$ cat src/rtl/fdc_pkg.sv
// Shared types and constants for the floppy DMA controller with byte FIFO.
`default_nettype none
package fdc_pkg;

    localparam int FIFO_BYTES = 6;
    localparam int FIFO_W     = 8 * FIFO_BYTES;
    localparam int FILL_W     = $clog2(FIFO_BYTES + 1);

    localparam logic [15:0] SYNC_WORD_RESET = 16'h4489;
    localparam logic [31:0] BYTE_VALID_AGE  = 32'd7;

    // Configuration register indexes
    localparam logic [1:0] CFG_SYNC_WORD   = 2'd0;
    localparam logic [1:0] CFG_SYNC_ENABLE = 2'd1;

    typedef enum logic [1:0] {
        REQ_LENGTH = 2'd0,
        REQ_TICK   = 2'd1,
        REQ_SLOT   = 2'd2,
        REQ_STATUS = 2'd3
    } req_type_t;

    typedef enum logic [1:0] {
        MODE_OFF   = 2'd0,
        MODE_WAIT  = 2'd1,
        MODE_READ  = 2'd2,
        MODE_WRITE = 2'd3
    } dma_mode_t;

    typedef enum logic [1:0] {
        ST_IDLE,
        ST_EXEC,
        ST_FLUSH
    } ctrl_state_t;

    typedef struct packed {
        req_type_t   req_type;
        logic [15:0] length_value;
        logic [7:0]  head_byte;
        logic [15:0] mem_word;
        logic        drive_selected;
        logic        dma_enabled;
        logic [31:0] time_now;
    } in_item_t;

    typedef struct packed {
        logic        irq_block_done;
        logic        irq_sync;
        logic        disk_write_valid;
        logic [7:0]  disk_write_byte;
        logic        mem_word_taken;
        logic        mem_write_valid;
        logic [15:0] mem_write_word;
        logic [15:0] status_data;
    } result_t;

    // controller -> datapath
    typedef struct packed {
        logic load;
        logic exec;
        logic flush;
    } dp_cmd_t;

    // datapath -> controller
    typedef struct packed {
        logic out_free;
        logic flush_start;
        logic flush_more;
    } dp_status_t;

endpackage
`default_nettype wire

$ cat src/rtl/floppy_dma_controller_fifo.sv
// Top level: floppy DMA controller with byte FIFO, stream and config ports.
// Usage:
//   s_* carries requests: s_tuser is the request kind (length write, disk
//   byte tick, DMA word slot, status read), s_tdata the operands.
//   m_* carries result items; m_tlast marks the final result of a request.
//   cfg_* writes sync_word (index 0) and word_sync_enable (index 1); other
//   indexes are ignored. cfg_ready is always high; write only while idle.
// Timing:
//   A request is taken in ST_IDLE and evaluated in ST_EXEC once the output
//   register is free; its result is on m_* the cycle after evaluation.
//   A write slot that ends a block drains the FIFO, one result per byte,
//   oldest first: the slot's own result gives the first byte, then ST_FLUSH
//   gives each byte left once the output register frees (2 to 6 bytes in all).
//   A new request is taken only in ST_IDLE, not during evaluation or flush;
//   the next request is taken while the result still waits.
// Stall: a result waits in the output register until m_tready; evaluating
//   the next request stalls until that register frees.
// Reset (aresetn low, synchronous): DMA off, FIFO empty, length 0, sync
//   word 0x4489, word sync off, no result pending.
`default_nettype none
module floppy_dma_controller_fifo
    import fdc_pkg::*;
(
    input  wire logic        aclk,
    input  wire logic        aresetn,
    // request stream
    input  wire logic        s_tvalid,
    output logic             s_tready,
    // [15:0] length_value, [23:16] head_byte, [39:24] mem_word,
    // [40] drive_selected, [41] dma_enabled, [73:42] time_now, [79:74] zero
    input  wire logic [79:0] s_tdata,
    // [1:0] req_type
    input  wire logic [1:0]  s_tuser,
    // result stream
    output logic             m_tvalid,
    input  wire logic        m_tready,
    // [15:0] status_data, [31:16] mem_write_word, [32] mem_write_valid,
    // [33] mem_word_taken, [41:34] disk_write_byte, [42] disk_write_valid,
    // [43] irq_sync, [44] irq_block_done, [47:45] zero
    output logic [47:0]      m_tdata,
    output logic             m_tlast,
    // configuration writes
    input  wire logic        cfg_valid,
    output logic             cfg_ready,
    input  wire logic [1:0]  cfg_index,
    input  wire logic [15:0] cfg_data
);

    logic [15:0] sync_word_reg;
    logic        sync_enable_reg;
    in_item_t    in_item;
    dp_cmd_t     cmd;
    dp_status_t  status;
    result_t     out_data;

    assign cfg_ready = 1'b1;

    always_ff @(posedge aclk) begin
        if (!aresetn) begin
            sync_word_reg   <= SYNC_WORD_RESET;
            sync_enable_reg <= 1'b0;
        end else if (cfg_valid) begin
            case (cfg_index)
                CFG_SYNC_WORD:   sync_word_reg   <= cfg_data;
                CFG_SYNC_ENABLE: sync_enable_reg <= cfg_data[0];
                default: ;
            endcase
        end
    end

    // unpack the request
    assign in_item.req_type       = req_type_t'(s_tuser);
    assign in_item.length_value   = s_tdata[15:0];
    assign in_item.head_byte      = s_tdata[23:16];
    assign in_item.mem_word       = s_tdata[39:24];
    assign in_item.drive_selected = s_tdata[40];
    assign in_item.dma_enabled    = s_tdata[41];
    assign in_item.time_now       = s_tdata[73:42];

    fdc_ctrl u_ctrl (
        .aclk     (aclk),
        .aresetn  (aresetn),
        .in_valid (s_tvalid),
        .in_ready (s_tready),
        .status   (status),
        .cmd      (cmd)
    );

    fdc_datapath u_datapath (
        .aclk        (aclk),
        .aresetn     (aresetn),
        .cmd         (cmd),
        .in_item     (in_item),
        .sync_word   (sync_word_reg),
        .sync_enable (sync_enable_reg),
        .out_ready   (m_tready),
        .status      (status),
        .out_data    (out_data),
        .out_valid   (m_tvalid),
        .out_last    (m_tlast)
    );

    // pack the result
    assign m_tdata = {3'b000, out_data};

endmodule
`default_nettype wire

$ cat src/rtl/fdc_ctrl.sv
// Request sequencer: accept, execute, then optional flush of write bytes.
`default_nettype none
module fdc_ctrl
    import fdc_pkg::*;
(
    input  wire logic       aclk,
    input  wire logic       aresetn,
    input  wire logic       in_valid,
    output logic            in_ready,
    input  wire dp_status_t status,
    output dp_cmd_t         cmd
);

    ctrl_state_t state_reg, state_next;

    always_ff @(posedge aclk) begin
        if (!aresetn) begin
            state_reg <= ST_IDLE;
        end else begin
            state_reg <= state_next;
        end
    end

    always_comb begin
        state_next = state_reg;
        case (state_reg)
            ST_IDLE: begin
                if (in_valid) begin
                    state_next = ST_EXEC;
                end
            end
            ST_EXEC: begin
                if (status.out_free) begin
                    state_next = status.flush_start ? ST_FLUSH : ST_IDLE;
                end
            end
            ST_FLUSH: begin
                if (status.out_free && !status.flush_more) begin
                    state_next = ST_IDLE;
                end
            end
            default: state_next = ST_IDLE;
        endcase
    end

    always_comb begin
        in_ready  = 1'b0;
        cmd       = '0;
        case (state_reg)
            ST_IDLE: begin
                in_ready = 1'b1;
                cmd.load = in_valid;
            end
            ST_EXEC:  cmd.exec  = status.out_free;
            ST_FLUSH: cmd.flush = status.out_free;
            default: ;
        endcase
    end

endmodule
`default_nettype wire

$ cat src/rtl/fdc_datapath.sv
// DMA state, byte FIFO, request evaluation and the result register.
`default_nettype none
module fdc_datapath
    import fdc_pkg::*;
(
    input  wire logic        aclk,
    input  wire logic        aresetn,
    input  wire dp_cmd_t     cmd,
    input  wire in_item_t    in_item,
    input  wire logic [15:0] sync_word,
    input  wire logic        sync_enable,
    input  wire logic        out_ready,
    output dp_status_t       status,
    output result_t          out_data,
    output logic             out_valid,
    output logic             out_last
);

    // byte at position fill-1, i.e. the oldest byte in the FIFO
    function automatic logic [7:0] oldest_byte(logic [FIFO_W-1:0] f, logic [FILL_W-1:0] n);
        logic [FIFO_W-1:0] sh;
        sh = f >> {n - FILL_W'(1), 3'b000};
        return sh[7:0];
    endfunction

    in_item_t          item_reg;
    dma_mode_t         mode_reg, mode_next;
    logic [15:0]       length_reg, length_next;
    logic [FIFO_W-1:0] fifo_reg, fifo_next;
    logic [FILL_W-1:0] fill_reg, fill_next;
    logic              weq_reg, weq_next;
    logic [7:0]        last_byte_reg, last_byte_next;
    logic [31:0]       last_time_reg, last_time_next;
    result_t           out_data_reg, res;
    logic              out_valid_reg, out_last_reg;

    logic [FILL_W-1:0] fill_base;
    logic [FIFO_W-1:0] fifo_tmp;
    logic [FIFO_W-1:0] word_sh;
    logic [15:0]       length_dec;
    logic [31:0]       age;
    logic              flush_start;

    always_comb begin
        mode_next      = mode_reg;
        length_next    = length_reg;
        fifo_next      = fifo_reg;
        fill_next      = fill_reg;
        weq_next       = weq_reg;
        last_byte_next = last_byte_reg;
        last_time_next = last_time_reg;
        res            = '0;
        flush_start    = 1'b0;
        fill_base      = fill_reg;
        fifo_tmp       = fifo_reg;
        word_sh        = fifo_reg >> {fill_reg - FILL_W'(2), 3'b000};
        length_dec     = length_reg - 16'd1;
        age            = item_reg.time_now - last_time_reg;

        if (cmd.flush) begin
            res.disk_write_byte  = oldest_byte(fifo_reg, fill_reg);
            res.disk_write_valid = 1'b1;
            fill_next            = fill_reg - FILL_W'(1);
        end else begin
            case (item_reg.req_type)
                REQ_LENGTH: begin
                    length_next = item_reg.length_value;
                    if (!item_reg.length_value[15]) begin
                        mode_next = MODE_OFF;
                        fifo_next = '0;
                        fill_next = '0;
                    end else if (length_reg[15]) begin
                        if (length_reg[14] && item_reg.length_value[14]) begin
                            mode_next = MODE_WRITE;
                        end else if (sync_enable) begin
                            mode_next = MODE_WAIT;
                        end else begin
                            mode_next = MODE_READ;
                        end
                        fifo_next = '0;
                        fill_next = '0;
                    end
                end
                REQ_TICK: begin
                    if (item_reg.drive_selected) begin
                        if (mode_reg inside {MODE_WAIT, MODE_READ}) begin
                            last_byte_next = item_reg.head_byte;
                            last_time_next = item_reg.time_now;
                            // full FIFO drops its oldest word first
                            if (fill_reg >= FILL_W'(FIFO_BYTES)) begin
                                fill_base = FILL_W'(FIFO_BYTES - 2);
                            end
                            fifo_tmp  = {fifo_reg[FIFO_W-9:0], item_reg.head_byte};
                            fifo_next = fifo_tmp;
                            fill_next = fill_base + FILL_W'(1);
                            weq_next  = (fill_next >= FILL_W'(2)) &&
                                        (fifo_tmp[15:0] == sync_word);
                            res.irq_sync = weq_next;
                            if (weq_next && mode_reg == MODE_WAIT) begin
                                mode_next = MODE_READ;
                                fifo_next = '0;
                                fill_next = '0;
                            end
                        end else if (mode_reg == MODE_WRITE && fill_reg != '0) begin
                            res.disk_write_byte  = oldest_byte(fifo_reg, fill_reg);
                            res.disk_write_valid = 1'b1;
                            fill_next            = fill_reg - FILL_W'(1);
                        end
                    end
                end
                REQ_SLOT: begin
                    if (item_reg.drive_selected && length_reg[13:0] != '0) begin
                        if (mode_reg == MODE_READ && fill_reg >= FILL_W'(2)) begin
                            res.mem_write_word  = word_sh[15:0];
                            res.mem_write_valid = 1'b1;
                            fill_next           = fill_reg - FILL_W'(2);
                            length_next         = length_dec;
                            if (length_dec[13:0] == '0) begin
                                res.irq_block_done = 1'b1;
                                mode_next          = MODE_OFF;
                            end
                        end else if (mode_reg == MODE_WRITE &&
                                     fill_reg <= FILL_W'(FIFO_BYTES - 2)) begin
                            fifo_tmp           = {fifo_reg[FIFO_W-17:0], item_reg.mem_word};
                            fifo_next          = fifo_tmp;
                            fill_next          = fill_reg + FILL_W'(2);
                            res.mem_word_taken = 1'b1;
                            length_next        = length_dec;
                            if (length_dec[13:0] == '0) begin
                                // end of block: start draining, oldest byte first
                                res.irq_block_done   = 1'b1;
                                mode_next            = MODE_OFF;
                                flush_start          = 1'b1;
                                res.disk_write_byte  = oldest_byte(fifo_tmp,
                                                           fill_reg + FILL_W'(2));
                                res.disk_write_valid = 1'b1;
                                fill_next            = fill_reg + FILL_W'(1);
                            end
                        end
                    end
                end
                REQ_STATUS: begin
                    res.status_data[7:0] = last_byte_reg;
                    res.status_data[15]  = age <= BYTE_VALID_AGE;
                    res.status_data[14]  = item_reg.dma_enabled && mode_reg != MODE_OFF;
                    res.status_data[13]  = length_reg[14];
                    res.status_data[12]  = weq_reg;
                end
                default: ;
            endcase
        end
    end

    always_ff @(posedge aclk) begin
        if (cmd.load) begin
            item_reg <= in_item;
        end
        if (cmd.exec || cmd.flush) begin
            out_data_reg <= res;
            out_last_reg <= cmd.flush ? (fill_reg <= FILL_W'(1)) : !flush_start;
        end
    end

    always_ff @(posedge aclk) begin
        if (!aresetn) begin
            mode_reg      <= MODE_OFF;
            length_reg    <= '0;
            fifo_reg      <= '0;
            fill_reg      <= '0;
            weq_reg       <= 1'b0;
            last_byte_reg <= '0;
            last_time_reg <= '0;
            out_valid_reg <= 1'b0;
        end else begin
            if (cmd.exec || cmd.flush) begin
                mode_reg      <= mode_next;
                length_reg    <= length_next;
                fifo_reg      <= fifo_next;
                fill_reg      <= fill_next;
                weq_reg       <= weq_next;
                last_byte_reg <= last_byte_next;
                last_time_reg <= last_time_next;
                out_valid_reg <= 1'b1;
            end else if (out_ready) begin
                out_valid_reg <= 1'b0;
            end
        end
    end

    assign status.out_free    = !out_valid_reg || out_ready;
    assign status.flush_start = flush_start;
    assign status.flush_more  = fill_reg > FILL_W'(1);

    assign out_data  = out_data_reg;
    assign out_valid = out_valid_reg;
    assign out_last  = out_last_reg;

endmodule
`default_nettype wire

$ cat config.mk
export PLATFORM = sky130hd
export DESIGN_NAME = floppy_dma_controller_fifo
export DESIGN_NICKNAME = d
export VERILOG_FILES = /design/src/rtl/fdc_pkg.sv /design/src/rtl/floppy_dma_controller_fifo.sv /design/src/rtl/fdc_ctrl.sv /design/src/rtl/fdc_datapath.sv
export SDC_FILE = /design/constraint.sdc
export NUM_CORES = 1
export LEC_CHECK = 0
export ABC_AREA = 1
export BUFFER_PORTS_ARGS = -buffer_cell sky130_fd_sc_hd__buf_2
export CAP_MARGIN = 10
export CORE_MARGIN = 1
export CORE_UTILIZATION = 64
export DETAILED_ROUTE_END_ITERATION = 10
export PLACE_DENSITY = 0.89
export SLEW_MARGIN = 20
export SYNTH_ARGS = -nofsm -noshare
export SYNTH_HDL_FRONTEND = slang
export SYNTH_HIERARCHICAL = 1
export SYNTH_SLANG_ARGS = --single-unit
$ cat constraint.sdc
create_clock -name aclk -period 5.3 [get_ports aclk]
set_input_delay 0.53 -clock aclk [delete_from_list [all_inputs] [get_ports aclk]]
set_output_delay 0.53 -clock aclk [all_outputs]
set_load 0.01 [all_outputs]
==> results of run 1 <==
[layout by cell type, fill, tap and decap left out, types with 3 or more instances in the layout]
cell type  count
a22o_1         4
nand2_1      506
nor3_1        13
xnor2_1       16
a21oi_1      193
nand3b_1       9
nor2_4         6
conb_1         8
a31oi_1       12
buf_4         13
clkbuf_16     27
clkinv_2       7
o21ai_0      143
bufinv_16      4
ha_1          54
xor2_1        13
buf_2        142
and2_1         3
clkbuf_1       6
inv_1        240
nor2_2         8
dfxtp_1      129
edfxtp_1     118
o21bai_1       3
inv_2         10
o211ai_1      15
o311ai_0       4
nand2_4        3
nor4_1         4
nand4_1       16
nand3_1      102
nor2_1       155
o22ai_1       38
o21ai_1        8
[logic make-up (layout without fill, tap and decap cells)]
group | after synthesis | in the layout | synth area share [%]
XOR/XNOR | 29 | 29 | 1.773
AO/OA/AOI/OAI | 426 | 426 | 16.07
flip-flops | 248 | 248 | 42.90
buffers and inverters | 340 | 456 | 9.955
other | 3 | 8 | 0.07859
adder cells (fa/ha/maj) | 55 | 55 | 4.855
AND/OR/NAND/NOR | 835 | 835 | 24.37
[where the power goes]
| part | internal, mW | leakage [nW] | switching, mW |
|---|---|---|---|
| sequential | 2.09 | 2.18 | 0.0507 |
| clock | 1.15 | 0.437 | 0.755 |
| combinational | 0.207 | 4.01 | 0.445 |
| total | 3.44 | 6.63 | 1.25 |
[path summary, 6_finish.rpt]
path,start,end,slack (ps)
worst max register to register,u_ctrl/state_reg[0]$_SDFFE_PN0P_,u_datapath/last_time_reg[9]$_SDFFE_PN0P_,1790
worst min-delay path,s_tdata[14],u_datapath/item_reg[72]$_DFFE_PP_,170
worst min register to register,u_datapath/last_byte_reg[4]$_SDFFE_PN0P_,u_datapath/last_byte_reg[4]$_SDFFE_PN0P_,460
worst max-delay path,u_ctrl/state_reg[0]$_SDFFE_PN0P_,u_datapath/last_time_reg[9]$_SDFFE_PN0P_,1790
[worst max-delay path, stage by stage, from the launching register on]
cell	delay [ps]
dfxtp_1	410
inv_1	80
nand2_1	80
nor2_1	40
buf_4	180
inv_1	270
nand3_1	150
nor2_1	810
inv_1	540
buf_4	440
o21ai_0	260
a21oi_1	70
[layout make-up]
cell class	instances	area [µm²]
clock buffer	34	711.9
clock inverter	15	186.4
fill	1810	5963
inverter	252	947.2
multi-input combinational	1353	6777
sequential	248	6147
tap	280	350.3
timing repair buffer	155	808.3
[metrics by stage]
step	hold slack [ps]	setup slack, ps
3_3_place_gp	439.5	1740
2_1_floorplan	430.0	2441
6_report	169.7	1794
3_5_place_dp	448.8	1586
4_1_cts	152.5	1848
5_1_grt	148.4	1461
[per-layer routing]
layer  global-route usage [%]  vias up  routed length [µm]
li1                         -     6562                   -
met1                    44.26     6083               16080
met2                    54.29      638               17440
met3                    3.623       82                3106
met4                    9.554        0                1025
met5                        0        -                   0
==> flow_summary.toml, run 1 <==
[run_status]
outcome = "finished clean"

[sta]
slew_headroom_pct = 29.87
fmax_mhz = 285.2
hold_viol_final = 0
worstMarginPinSlew_ps = 1048
finalCritPeriodShare_pct = 66.15
setup_viol = 0
finClkSkew_ps = 10.21
report.final.slew_viol_count = 0
min_period_ps = 3506
fin_tns_setup_ps = 0
rsz0062_at_grt = "false"

[floorplanning]
io_pins = 157
die_area_um2 = 22990
start_util_pct = 65.45
die_w_um = 151.6
rows = 54
die_h_um = 151.6
core_area_um2 = 21890

[placed_design]
dp_cells = 2288
hpwl_mm = 26.42
io_buffers = 142
place_congestion = 0.9506
postPlaceCellArea_um2 = 15030

[cells_and_area]
diodes = 0
num-nets-final = 2197
area_growth_pct = 11.17
post-route-util_pct = 72.76
drive_gt1_share_pct = 11.33
final_area_um2 = 15930
largest_register_ffs = 76
finalNonFillerCells = 2337

[global_routing]
overflow = 0
grt_pass1_vias = 12146
grt_usage_pct = 32.48
grt_pass1_wl_mm = 59.20
grt_max_degree = 85
antenna_found_initial = 0

[worst_setup_path]
crit_fanout = 50
worst_setup_path_end_kind = "flip-flop"
worstSetupPathType = "flip-flop to flip-flop"
reg2regPathDepth = 11
critPathLaunchType = "flip-flop"
arrival_ps = 3900
cp.required_ps = 5690

[yosys]
synth_area_leaders = "edfxtp_1 25%, dfxtp_1 18%, nand2_1 13%, a21oi_1 6.7%, inv_1 6.3%"
ys_types = 47
synth_area_per_cell_um2 = 7.401
synth.most_common_cell = "nand2_1"
yosysTopAreaCellShare_pct = 24.73
ys_warn_count = 6
ys.flop_type = "dfxtp_1"
yosysSeqAreaShare_pct = 42.90
synth_edf_count = 118
synthTopCellsByCount = "506 x nand2_1, 242 x inv_1, 193 x a21oi_1, 156 x nor2_1, 143 x o21ai_0"
syn-cell-area_um2 = 14330
synthArstFlopShare_pct = 0
netlist_instances = 1936
synth_area_leader_cell = "edfxtp_1"
ys_seq_elements = 248

[routing]
dr.pass1.iters = 6
vias = 13365
drtIter0Drc = 1330
wl_per_cell_um = 16.11
via_per_inst = 5.719
route.detailed.drc = 0
postRouteAntennaNets = 0
wirelength_mm = 37.65

[cts]
cts_setup_buffers = 0
clock_tree.htree_level_count = 1
cts_tree = "built"
clk_pin_slew_worst_paths_ps = 60
cts_hold_buf = 0
clk_path_buf_depth = 3
clockRootBuffer = "clkbuf_16"
clock-sinks = 248
numCtsBuffers = 27
clk_latency_ps = 530
cts_resized = 0

[worst_hold_path]
worstHoldPathCells = 1
hp-class = "input pin to flip-flop"

[pwr]
p_leak_nw = 6.632
finalPower_mw = 4.690
vdd.ir_drop.worst_uv = 253.2
power.density_nw_per_um2 = 294.5

[run]
drv_cap = 0
(Power assumes the default switching activity.)
==> run 2, diff against run 1 <==
Settings changed: CORE_UTILIZATION 64 to 54, PLACE_DENSITY 0.89 to 0.8.
Clock period 5.3 ns to 3 ns, I/O delays scaled along.
==> run 2 against run 1 <==
  * Combinational power up 90%
  * Highest routed layer unchanged
  * Cell count rose by 6.3%
  * Non-clock buffer count increased by 90
  * Critical endpoint is now u_datapath/out_data[39]$_DFFE_PN_
  * First-iteration DRC count decreased by 10%
  * Final area increased by 6.3%
  * Clock-buffer cell count up 6
==> flow_summary.toml, run 2 (synthesis results as in run 1) <==
[cells_and_area]
drive_gt1_share_pct = 11.31
area_growth_pct = 18.23
num-nets-final = 2288
final_cell_mix = "506 x nand2_1, 240 x inv_1, 193 x a21oi_1"
post-route-util_pct = 65.00
final_area_um2 = 16940
layout_commonest_cell = "nand2_1"
largest_register_ffs = 76
diodes = 0
finalNonFillerCells = 2484

[sta]
rsz0062_at_grt = "false"
worstMarginPinSlew_ps = 1060
finalCritPeriodShare_pct = 92.09
finClkSkew_ps = 12.09
min_period_ps = 2763
report.final.slew_viol_count = 0
holdWs_ps = 64.12
slew_headroom_pct = 29.34
final.setup.worst_slack_ps = 237.2
fmax_mhz = 362.0
fin_tns_setup_ps = 0
hold_viol_final = 0
setup_viol = 0

[cts]
clock_tree.htree_level_count = 1
clk_path_buf_depth = 3
clock-sinks = 248
clk_latency_ps = 550
numCtsBuffers = 28
cts_tree = "built"
clockRootBuffer = "clkbuf_16"
clk_pin_slew_worst_paths_ps = 60
cts_resized = 0

[floorplanning]
die_area_um2 = 27190
rows = 59
die_w_um = 164.9
io_pins = 157
core_area_um2 = 26060
die_h_um = 164.9
start_util_pct = 54.98

[worst_hold_path]
worstHoldStart = "cfg_data[3]"
hp-class = "input pin to flip-flop"
holdPathEnd = "sync_word_reg[3]$_SDFFE_PN1P_"
worstHoldPathCells = 3

[routing]
vias = 13649
wirelength_mm = 39.27
drtIter0Drc = 1195
wl_met1_mm = 16.71
route.detailed.drc = 0
postRouteAntennaNets = 0
dr.pass1.iters = 6
via_per_inst = 5.495
met3_length_mm = 3.224
wl_met2_mm = 18.16
top_layer_used = "met4"
wl_per_cell_um = 15.81

[global_routing]
grt_max_degree = 84
antenna_found_initial = 0
grt_pass1_wl_mm = 62.32
grt_pass1_vias = 12846
grt_usage_pct = 28.90
overflow = 0

[worst_setup_path]
rr_endpoint = "u_datapath/out_data[39]$_DFFE_PN_"
reg2regPathDepth = 8
worstSetupPathType = "flip-flop to flip-flop"
critPathLaunchType = "flip-flop"
worst_setup_path_end_kind = "flip-flop"
r2r_start = "u_datapath/fill_reg[0]$_SDFFE_PN0P_"
rrSetupSlack_ps = 240
arrival_ps = 3170
cp.required_ps = 3410
crit_fanout = 31

[placed_design]
place_congestion = 0.9630
postPlaceCellArea_um2 = 15200
dpl_worst_slack_ps = 361.1
io_buffers = 142
hpwl_mm = 26.99
dp_cells = 2353

[pwr]
vdd.ir_drop.worst_uv = 523.2
p_leak_nw = 7.042
power.density_nw_per_um2 = 501.2
finalPower_mw = 8.489

[run]
drv_cap = 0

[run_status]
outcome = "finished clean"
## run 2: layer usage
| metal | track usage (%) | vias up |
|---|---|---|
| li1 | - | 6741 |
| met1 | 37.47 | 6226 |
| met2 | 49.27 | 583 |
| met3 | 4.043 | 99 |
| met4 | 9.675 | 0 |
| met5 | 0 | - |
## run 2: how the worst max path moves through the flow
stage,start,cells after the start,endpoint,slack (ps)
final,u_datapath/fill_reg[0]$_SDFFE_PN0P_,8,u_datapath/out_data[39]$_DFFE_PN_,240
after global routing,u_datapath/fill_reg[1]$_SDFFE_PN0P_,15,u_datapath/mode_reg[0]$_SDFFE_PN0P_,100
after CTS,u_datapath/fill_reg[0]$_SDFFE_PN0P_,8,u_datapath/out_data[39]$_DFFE_PN_,350
after detailed placement,u_datapath/fill_reg[0]$_SDFFE_PN0P_,8,u_datapath/out_data[39]$_DFFE_PN_,360
after global placement,u_datapath/fill_reg[0]$_SDFFE_PN0P_,8,u_datapath/out_data[39]$_DFFE_PN_,370
after floorplan,u_datapath/fill_reg[0]$_SDFFE_PN0P_,20,u_datapath/fifo_reg[4]$_SDFFE_PN0P_,140
## run 2: area by class of cell
type / count / area, µm²
repair buffers: 245 / 1709
flip-flops and latches: 248 / 6147
clock inverters: 11 / 135.1
clock buffers: 40 / 807.0
well taps: 335 / 419.2
inverters: 252 / 947.2
multi-input cells: 1353 / 6774
fillers: 2258 / 9120
## run 2: timing repair
action                    4_1_cts  5_1_grt
hold buffers                   80        0
hold endpoints to repair       81        0
buffers inserted                0        0
## run 2: critical path: stages, from the launching register on
cell and delay, ps:
dfxtp_2 360, inv_2 50, buf_4 230, ha_1 880, nand2_1 420, o22ai_1 340, nand2_1 70, o21ai_1 90
a22o_1 170
## run 2: power by group
group / internal, mW / total, mW / switching (mW)
Combinational: 0.441 / 1.24 / 0.803
Clock: 2.12 / 3.47 / 1.35
Sequential: 3.69 / 3.78 / 0.0886
Total: 6.25 / 8.49 / 2.24
==> run 3, diff against run 2 <==
Settings changed: BUFFER_PORTS_ARGS -buffer_cell sky130_fd_sc_hd__buf_2 to -buffer_cell sky130_fd_sc_hd__buf_4.
==> run 3 against run 2 <==
  * Clock skew up 2.5 ps
  * Wire length up 2.0%
  * Via count down 1.8%
  * Sequential power about the same
  * Power up 2.3%
  * Combinational power up 5%
==> flow_summary.toml, run 3 (synthesis results as in run 1) <==
[run_status]
outcome = "finished clean"

[worst_setup_path]
worst_setup_path_end_kind = "flip-flop"
cpMostUsedCell = "inv_1"
slowest_delay_ps = 710
critPathLaunchType = "flip-flop"
rrSetupSlack_ps = 360
path_cells = "inv_1, ha_1, buf_4, a21oi_1, inv_1, nand2_1, inv_1, o22ai_1, nand2_1, o21ai_1, a22o_1"
arrival_ps = 2930
crit_fanout = 14
worstSetupPathType = "flip-flop to flip-flop"
cp_slowest_cell = "ha_1"
cp.required_ps = 3290

[floorplanning]
io_pins = 157
die_h_um = 164.9
start_util_pct = 54.98
core_area_um2 = 26060
rows = 59
die_area_um2 = 27190
die_w_um = 164.9

[placed_design]
io_buffers = 142
dp_cells = 2351
postPlaceCellArea_um2 = 15540
dpl_worst_slack_ps = 453.3
place_congestion = 0.9364
hpwl_mm = 27.88

[sta]
report.final.slew_viol_count = 0
rsz0062_at_grt = "false"
fin_tns_setup_ps = 0
holdWs_ps = 22.51
final.setup.worst_slack_ps = 362.5
slew_headroom_pct = 28.63
finClkSkew_ps = 14.60
setup_viol = 0
finalCritPeriodShare_pct = 87.92
min_period_ps = 2637
fmax_mhz = 379.2
hold_viol_final = 0
worstMarginPinSlew_ps = 1071

[pwr]
finalPower_mw = 8.683
vdd.ir_drop.worst_uv = 602.3
power.density_nw_per_um2 = 502.0
p_leak_nw = 7.168

[cells_and_area]
final_area_um2 = 17300
layout_commonest_cell = "nand2_1"
finalNonFillerCells = 2482
final_cell_mix = "506 x nand2_1, 240 x inv_1, 193 x a21oi_1"
largest_register_ffs = 76
drive_gt1_share_pct = 11.41
diodes = 0
fill_cells = 2233
multi_input_area_um2 = 6774
num-nets-final = 2285
post-route-util_pct = 66.38
ff_latch_area_um2 = 6147
area_growth_pct = 20.73

[cts]
cts_tree = "built"
cts_resized = 0
clockRootBuffer = "clkbuf_16"
clk_latency_ps = 550
clock-sinks = 248
clk_path_buf_depth = 3
clk_pin_slew_worst_paths_ps = 60
clock_tree.htree_level_count = 1
numCtsBuffers = 29

[global_routing]
grt_usage_pct = 29.09
antenna_found_initial = 1
grt_pass1_vias = 12148
grt_pass1_wl_mm = 62.49
grt_max_degree = 84
overflow = 0

[routing]
vias = 13409
wirelength_mm = 40.07
via_per_inst = 5.402
drtIter0Drc = 1287
route.detailed.drc = 0
dr.pass1.iters = 5
wl_per_cell_um = 16.14
postRouteAntennaNets = 0

[run]
drv_cap = 0

[worst_hold_path]
hp-class = "input pin to flip-flop"
## run 3: area by class of cell
cell class | count | share of cell area, %
Multi-Input combinational cell | 1353 | 39.16
Clock buffer | 36 | 4.521
Tap cell | 335 | 2.423
Sequential cell | 248 | 35.54
Timing Repair Buffer | 241 | 11.73
Clock inverter | 17 | 1.150
Inverter | 252 | 5.476
## run 3: per-layer routing
layer	vias to the layer above	GRT usage, %	wire length (µm)
met4	2	7.339	863
met1	6150	39.97	17810
met3	57	3.390	2593
met5	-	0	13
li1	6729	-	-
met2	471	48.49	18790
## run 3: critical path: cells and delay by family (launching register included)
kind / cells / cell delay [ps]
fa+ha+maj: 1 / 710
compound gates: 4 / 390
simple gates: 2 / 130
flops: 1 / 510
buf+inv: 4 / 640
## run 3: final timing paths
kind                                       startpoint                                  endpoint  cells past startpoint
max               u_datapath/fill_reg[1]$_SDFFE_PN0P_         u_datapath/out_data[36]$_DFFE_PN_                     11
min                                       cfg_data[3]             sync_word_reg[3]$_SDFFE_PN1P_                      3
max reg2reg       u_datapath/fill_reg[1]$_SDFFE_PN0P_         u_datapath/out_data[36]$_DFFE_PN_                     11
min reg2reg  u_datapath/last_byte_reg[3]$_SDFFE_PN0P_  u_datapath/last_byte_reg[3]$_SDFFE_PN0P_                      2
## run 3: repair_timing
item,CTS,global route
hold buffers,78,0
setup buffers,0,0
hold endpoints to repair,78,0
## run 3: where the power goes
group          total (mW)  internal [mW]  switching (mW)
clock                3.61           2.19            1.42
sequential           3.78           3.69          0.0929
combinational        1.30          0.488           0.807
